$ cat src/rtl/cli_pkg.sv
package cli_pkg;

    // Table geometry and field widths.
    localparam int NUM_POINTS = 8;
    localparam int FREQ_BITS  = 30;
    localparam int IDX_W      = 3;
    localparam int PARAM_W    = 8;

    // Scaled differences: a frequency difference divided by ten.
    localparam int DIFF_W     = FREQ_BITS + 1;
    localparam int RECIP_W    = 32;
    localparam int RECIP_SH   = 35;
    localparam logic [RECIP_W-1:0] RECIP10 = 32'hCCCC_CCCD;
    localparam int MUL_W      = FREQ_BITS + RECIP_W;
    localparam int DEN_W      = MUL_W - RECIP_SH;
    localparam int NUM_W      = DEN_W + 1;

    // Product of the parameter span and the scaled numerator.
    localparam int DP_W       = PARAM_W + 1;
    localparam int PROD_W     = NUM_W + DP_W;

    // Pipelined divider: dividend is the product magnitude times four.
    localparam int DVD_W      = PROD_W + 1;
    localparam int DIV_STEPS  = 2;
    localparam int DIV_STAGES = (DVD_W + DIV_STEPS - 1) / DIV_STEPS;
    localparam int RET_W      = DVD_W + 1;

    // Output saturation.
    localparam int SAT_LIMIT  = 1020;
    localparam logic [PARAM_W-1:0] PARAM_MAX = 8'hFF;

    localparam logic REQ_WRITE = 1'b0;
    localparam logic REQ_QUERY = 1'b1;

    // Values that ride alongside the divider.
    typedef struct packed {
        logic [PARAM_W-1:0] p_lo;
        logic               fault;
        logic               neg;
    } t_side;

endpackage

$ cat src/rtl/cli_div_pipe.sv
module cli_div_pipe
    import cli_pkg::*;
(
    input  logic             i_clk,
    input  logic             i_rst_n,
    input  logic             i_en,
    input  logic             i_valid,
    input  logic [DVD_W-1:0] i_dvd,
    input  logic [DEN_W-1:0] i_dvs,
    input  t_side            i_side,
    output logic             o_valid,
    output logic [DVD_W-1:0] o_quo,
    output t_side            o_side
);

    // Stage registers: remainder, combined dividend and quotient shift word.
    logic             r_v   [DIV_STAGES];
    logic [DEN_W-1:0] r_rem [DIV_STAGES];
    logic [DVD_W-1:0] r_dq  [DIV_STAGES];
    logic [DEN_W-1:0] r_d   [DIV_STAGES];
    t_side            r_sd  [DIV_STAGES];

    logic [DEN_W-1:0] n_rem [DIV_STAGES];
    logic [DVD_W-1:0] n_dq  [DIV_STAGES];

    genvar g;
    generate
        for (g = 0; g < DIV_STAGES; g++) begin : g_stg
            logic [DEN_W-1:0] s_rem;
            logic [DVD_W-1:0] s_dq;
            logic [DEN_W-1:0] s_d;
            logic             s_v;
            t_side            s_sd;

            if (g == 0) begin : g_src_in
                assign s_rem = '0;
                assign s_dq  = i_dvd;
                assign s_d   = i_dvs;
                assign s_v   = i_valid;
                assign s_sd  = i_side;
            end else begin : g_src_reg
                assign s_rem = r_rem[g-1];
                assign s_dq  = r_dq[g-1];
                assign s_d   = r_d[g-1];
                assign s_v   = r_v[g-1];
                assign s_sd  = r_sd[g-1];
            end

            // Two restoring steps per stage, most significant bit first.
            always_comb begin
                logic [DEN_W:0]   trial;
                logic [DEN_W-1:0] rem;
                logic [DVD_W-1:0] dq;
                rem = s_rem;
                dq  = s_dq;
                for (int k = 0; k < DIV_STEPS; k++) begin
                    trial = {rem, dq[DVD_W-1]};
                    dq    = {dq[DVD_W-2:0], 1'b0};
                    if (trial >= {1'b0, s_d}) begin
                        trial = trial - {1'b0, s_d};
                        dq[0] = 1'b1;
                    end
                    rem = trial[DEN_W-1:0];
                end
                n_rem[g] = rem;
                n_dq[g]  = dq;
            end

            always_ff @(posedge i_clk) begin
                if (!i_rst_n) begin
                    r_v[g] <= 1'b0;
                end else if (i_en) begin
                    r_v[g] <= s_v;
                end
            end

            always_ff @(posedge i_clk) begin
                if (i_en) begin
                    r_rem[g] <= n_rem[g];
                    r_dq[g]  <= n_dq[g];
                    r_d[g]   <= s_d;
                    r_sd[g]  <= s_sd;
                end
            end
        end
    endgenerate

    assign o_valid = r_v[DIV_STAGES-1];
    assign o_quo   = r_dq[DIV_STAGES-1];
    assign o_side  = r_sd[DIV_STAGES-1];

endmodule

$ cat config.mk
export PLATFORM = sky130hd
export DESIGN_NAME = cli_div_pipe
export DESIGN_NICKNAME = d
export VERILOG_FILES = /design/src/rtl/cli_pkg.sv /design/src/rtl/cli_div_pipe.sv
export SDC_FILE = /design/constraint.sdc
export NUM_CORES = 2
export LEC_CHECK = 0
export BUFFER_PORTS_ARGS = -buffer_cell sky130_fd_sc_hd__buf_4
export CORE_MARGIN = 4
export CORE_UTILIZATION = 59
export CTS_CLUSTER_DIAMETER = 80
export DETAILED_ROUTE_END_ITERATION = 8
export GPL_TIMING_DRIVEN = 0
export PLACE_DENSITY_LB_ADDON = 0.15
export SYNTH_ARGS = -nofsm -noshare
export SYNTH_HDL_FRONTEND = slang
export SYNTH_SLANG_ARGS = --single-unit
$ cat constraint.sdc
create_clock -name i_clk -period 6.9 [get_ports i_clk]
set_input_delay 0.345 -clock i_clk [delete_from_list [all_inputs] [get_ports i_clk]]
set_output_delay 0.345 -clock i_clk [all_outputs]
set_load 0.05 [all_outputs]
==> qor.csv <==
stage,metric,value,unit
clock_tree,# H-tree levels,4,
grt,met1 usage,36.4,%
synth,area share of the largest cell type after synthesis,48.2,%
synth,synthesized area per cell,11.1,um^2
finish,most frequent cells in the layout,"edfxtp_1 (1902), ha_1 (998), inv_1 (850)",
detailed_routing,antenna violation net count after detailed routing,0,
synth,"EDFF count, synth",1902,
sta,relative slew slack,28.3,%
worst_setup_path,cells along the critical path,inv_1 > ha_1 > nor2b_1 > o31a_1 > o41a_1 > o21a_1 > o21ai_2 > o21ai_2 > a21oi_4 > buf_4 > clkbuf_2 > mux2i_1 > ha_1 > nor2b_1 > o21ai_0 > nand2_1 > a21oi_2 > o21ai_0 > a21o_1 > a31o_2 > a311oi_2 > o221ai_4 > clkbuf_4 > mux2_2,
sta,max frequency,149,MHz
worst_hold_path,worst hold path type,in -> reg,
sta,min Tclk post-route,6720,ps
worst_setup_path,CP peak stage delay,440,ps
synth,synth top area cells,"edfxtp_1 (48%), ha_1 (11%), mux2_2 (4.8%)",
place,Place WS,-1440,ps
worst_setup_path,critical path endpoint category,register,
finish,"most common cell after layout, fill and taps aside",edfxtp_1,
worst_setup_path,crit path launch type,register,
worst_setup_path,worst path bufs/invs,4,
sta,final setup fails,0,
die,CORE AREA,200000,um^2
worst_setup_path,CP max-delay cell,edfxtp_1,
detailed_routing,first drt pass iteration count,6,
finish,layout cell share with drive strength beyond 1,11.9,%
finish,final core occ,66.1,%
worst_setup_path,reg-to-reg startpoint,r_d[3][2]$_DFFE_PP_,
grt,vias in the first global route,82600,
worst_hold_path,Hold Startpoint,i_dvd[16],
synth,syn nets,11800,
synth,Post-synth ARST share,0,%
place,port bufs,126,
die,Die X,456,um
clock_tree,clock latency on the worst-skew pair,870,ps
sta,Final Slew Violations,0,
grt,All-Layer GR Usage,27.1,%
worst_setup_path,top cell family by delay on the critical path,compound AO/OA/AOI/OAI gates,
synth,Yosys reg bits,1903,
worst_setup_path,data arrival time of the worst path,7280,ps
clock_tree,TritonCTS clock tree,built,
finish,Layout area overhead,11.5,%
synth,Synth Cell Area,118000,um^2
synth,post-synthesis cell count,10700,
detailed_routing,WL/cell,20.8,um
worst_setup_path,origin of the worst setup path,r_d[3][2]$_DFFE_PP_,
die,DIE AREA,208000,um^2
detailed_routing,vias per cell,6.07,
grt,initial antenna violation count,6,
finish,# nets final,12300,
place,Final Wtd Congestion,0.974,
grt,met3 usage,3.32,%
grt,first-pass GRT wire length,450000,um
clock_tree,cts bufs inserted,201,
grt,pin count of the biggest net entering global routing,208,
sta,Final WS setup,179,ps
sta,Slew @ Worst Pin,1060,ps
place,DP Wirelength,224000,um
place,DP Area,123000,um^2
clock_tree,number of clock sinks,1903,
detailed_routing,Post-Route WL,291000,um
synth,Main synth FF type,edfxtp_1,
worst_setup_path,WP data required,7460,ps
sta,fin crit share,97.4,%
detailed_routing,DR DRC count,0,
grt,met2 usage,46.2,%
synth,top cell type by total area after synthesis,edfxtp_1,
worst_setup_path,CP Class,reg -> reg,
sta,"Hold Vio Cnt, Final",0,
grt,remaining global-route overflow,0,
synth,sequential fraction of the synthesis area,48.3,%
detailed_routing,1st-iter DRT viols,6894,
die,# rows,164,
die,starting density of the core,59.3,%
grt,busiest layer in global routing,met2,
status,status,finished clean,
clock_tree,maximum root-to-sink buffer count,3,
die,Die Span Y,456,um
die,I/O Pins,128,
sta,Clock Skews,67.7,ps
clock_tree,clock root cell,clkbuf_16,
worst_setup_path,CP Max Fanout,10,
synth,Netlist cell types,105,
detailed_routing,via count,85000,
job,# Max-Cap Violations,0,
clock_tree,clock transition at the registers of the reported paths,60,ps
finish,Layout Cell Area excl Fill,132000,um^2
synth,Synth Warn #,0,
registers in the layout, indices dropped and copies added (netlist names):
signal / flops
r_v: 19
r_rem: 486
r_dq: 722
r_sd: 190
r_d: 486
per-layer routing:
metal,wire length [um],part of all wire (%),vias to the layer above
met5,0,0,-
met1,125000,43,41100
met3,16200,5.6,485
li1,-,-,41000
met2,142000,49,2344
met4,8310,2.9,0
metrics by stage:
step | hold slack, ps | std cells | setup TNS [ps]
global placement | 400 | 13500 | -
finish | 206 | 14000 | 0
detailed placement | 405 | 13500 | -255860
CTS | 130 | 14000 | 0
global route | 159 | 14000 | -1450
floorplan | 400 | 10700 | 0
synth_stat cells, types with 89 or more instances:
cell and number:
a21o_1 430, a21oi_1 813, a31oi_1 89, and3_1 113, clkbuf_1 114, edfxtp_1 1902, ha_1 1001, inv_1 852
mux2_2 500, nand2_1 675, nand2b_1 106, nand3_1 172, nand4_1 126, nor2_1 620, nor2b_1 140, nor3_1 200
o21a_1 165, o21ai_0 621, o21bai_1 104, o31ai_1 104, xnor2_1 488, xor2_1 248
final cells by class:
| cell class | count | area (um^2) |
|---|---|---|
| antenna | 2 | 5.00 |
| buffer | 183 | 1020 |
| multi-input combinational | 7738 | 57900 |
| timing repair buffer | 274 | 2490 |
| tap | 2656 | 3320 |
| clock inverter | 150 | 1790 |
| clock buffer | 225 | 5120 |
| sequential | 1903 | 57100 |
| inverter | 864 | 3280 |
| fill | 15300 | 67600 |
worst reg2reg max path, cell delays in order, from the launching register on:
cell      delay (ps)
edfxtp_1         440
inv_1            120
ha_1             280
nor2b_1          160
o31a_1           280
o41a_1           370
o21a_1           240
o21ai_2          230
o21ai_2          150
a21oi_4          370
buf_4            190
clkbuf_2         250
mux2i_1          290
ha_1             330
nor2b_1          150
o21ai_0          150
nand2_1          150
a21oi_2          290
o21ai_0          200
a21o_1           220
a31o_2           270
a311oi_2         400
o221ai_4         300
clkbuf_4         320
mux2_2           300
repair_timing:
item,4_1_cts,5_1_grt
buffers inserted,21,38
pin swaps,11,32
resized for setup,117,172
hold endpoints to repair,182,0
hold buffers,78,0
setup endpoints to repair,454,458
kinds of logic (layout without fill, tap and decap cells):
logic type	after synthesis	count (layout)	synth area share, %
AOI/OAI and AO/OA	2912	2912	15.9
xor gates and xnor gates	736	736	5.44
adders and majority gates	1037	1037	11.2
buffers and inverters	1054	1696	3.48
DFF	1903	1903	48.3
muxes	610	610	5.74
other	0	2	0
and+or+nand+nor	2443	2443	9.95
path summary, 6_finish.rpt:
| kind | cells past startpoint | to | slack (ps) |
|---|---|---|---|
| min | 2 | r_dq[0][18]$_DFFE_PP_ | 210 |
| max | 24 | r_rem[4][25]$_DFFE_PP_ | 180 |
| max reg2reg | 24 | r_rem[4][25]$_DFFE_PP_ | 180 |
| min reg2reg | 0 | r_dq[9][5]$_DFFE_PP_ | 390 |
Power is left out: the tool's default activity adds up to more than one toggle a clock period on the data nets, which glitch-free logic cannot reach.
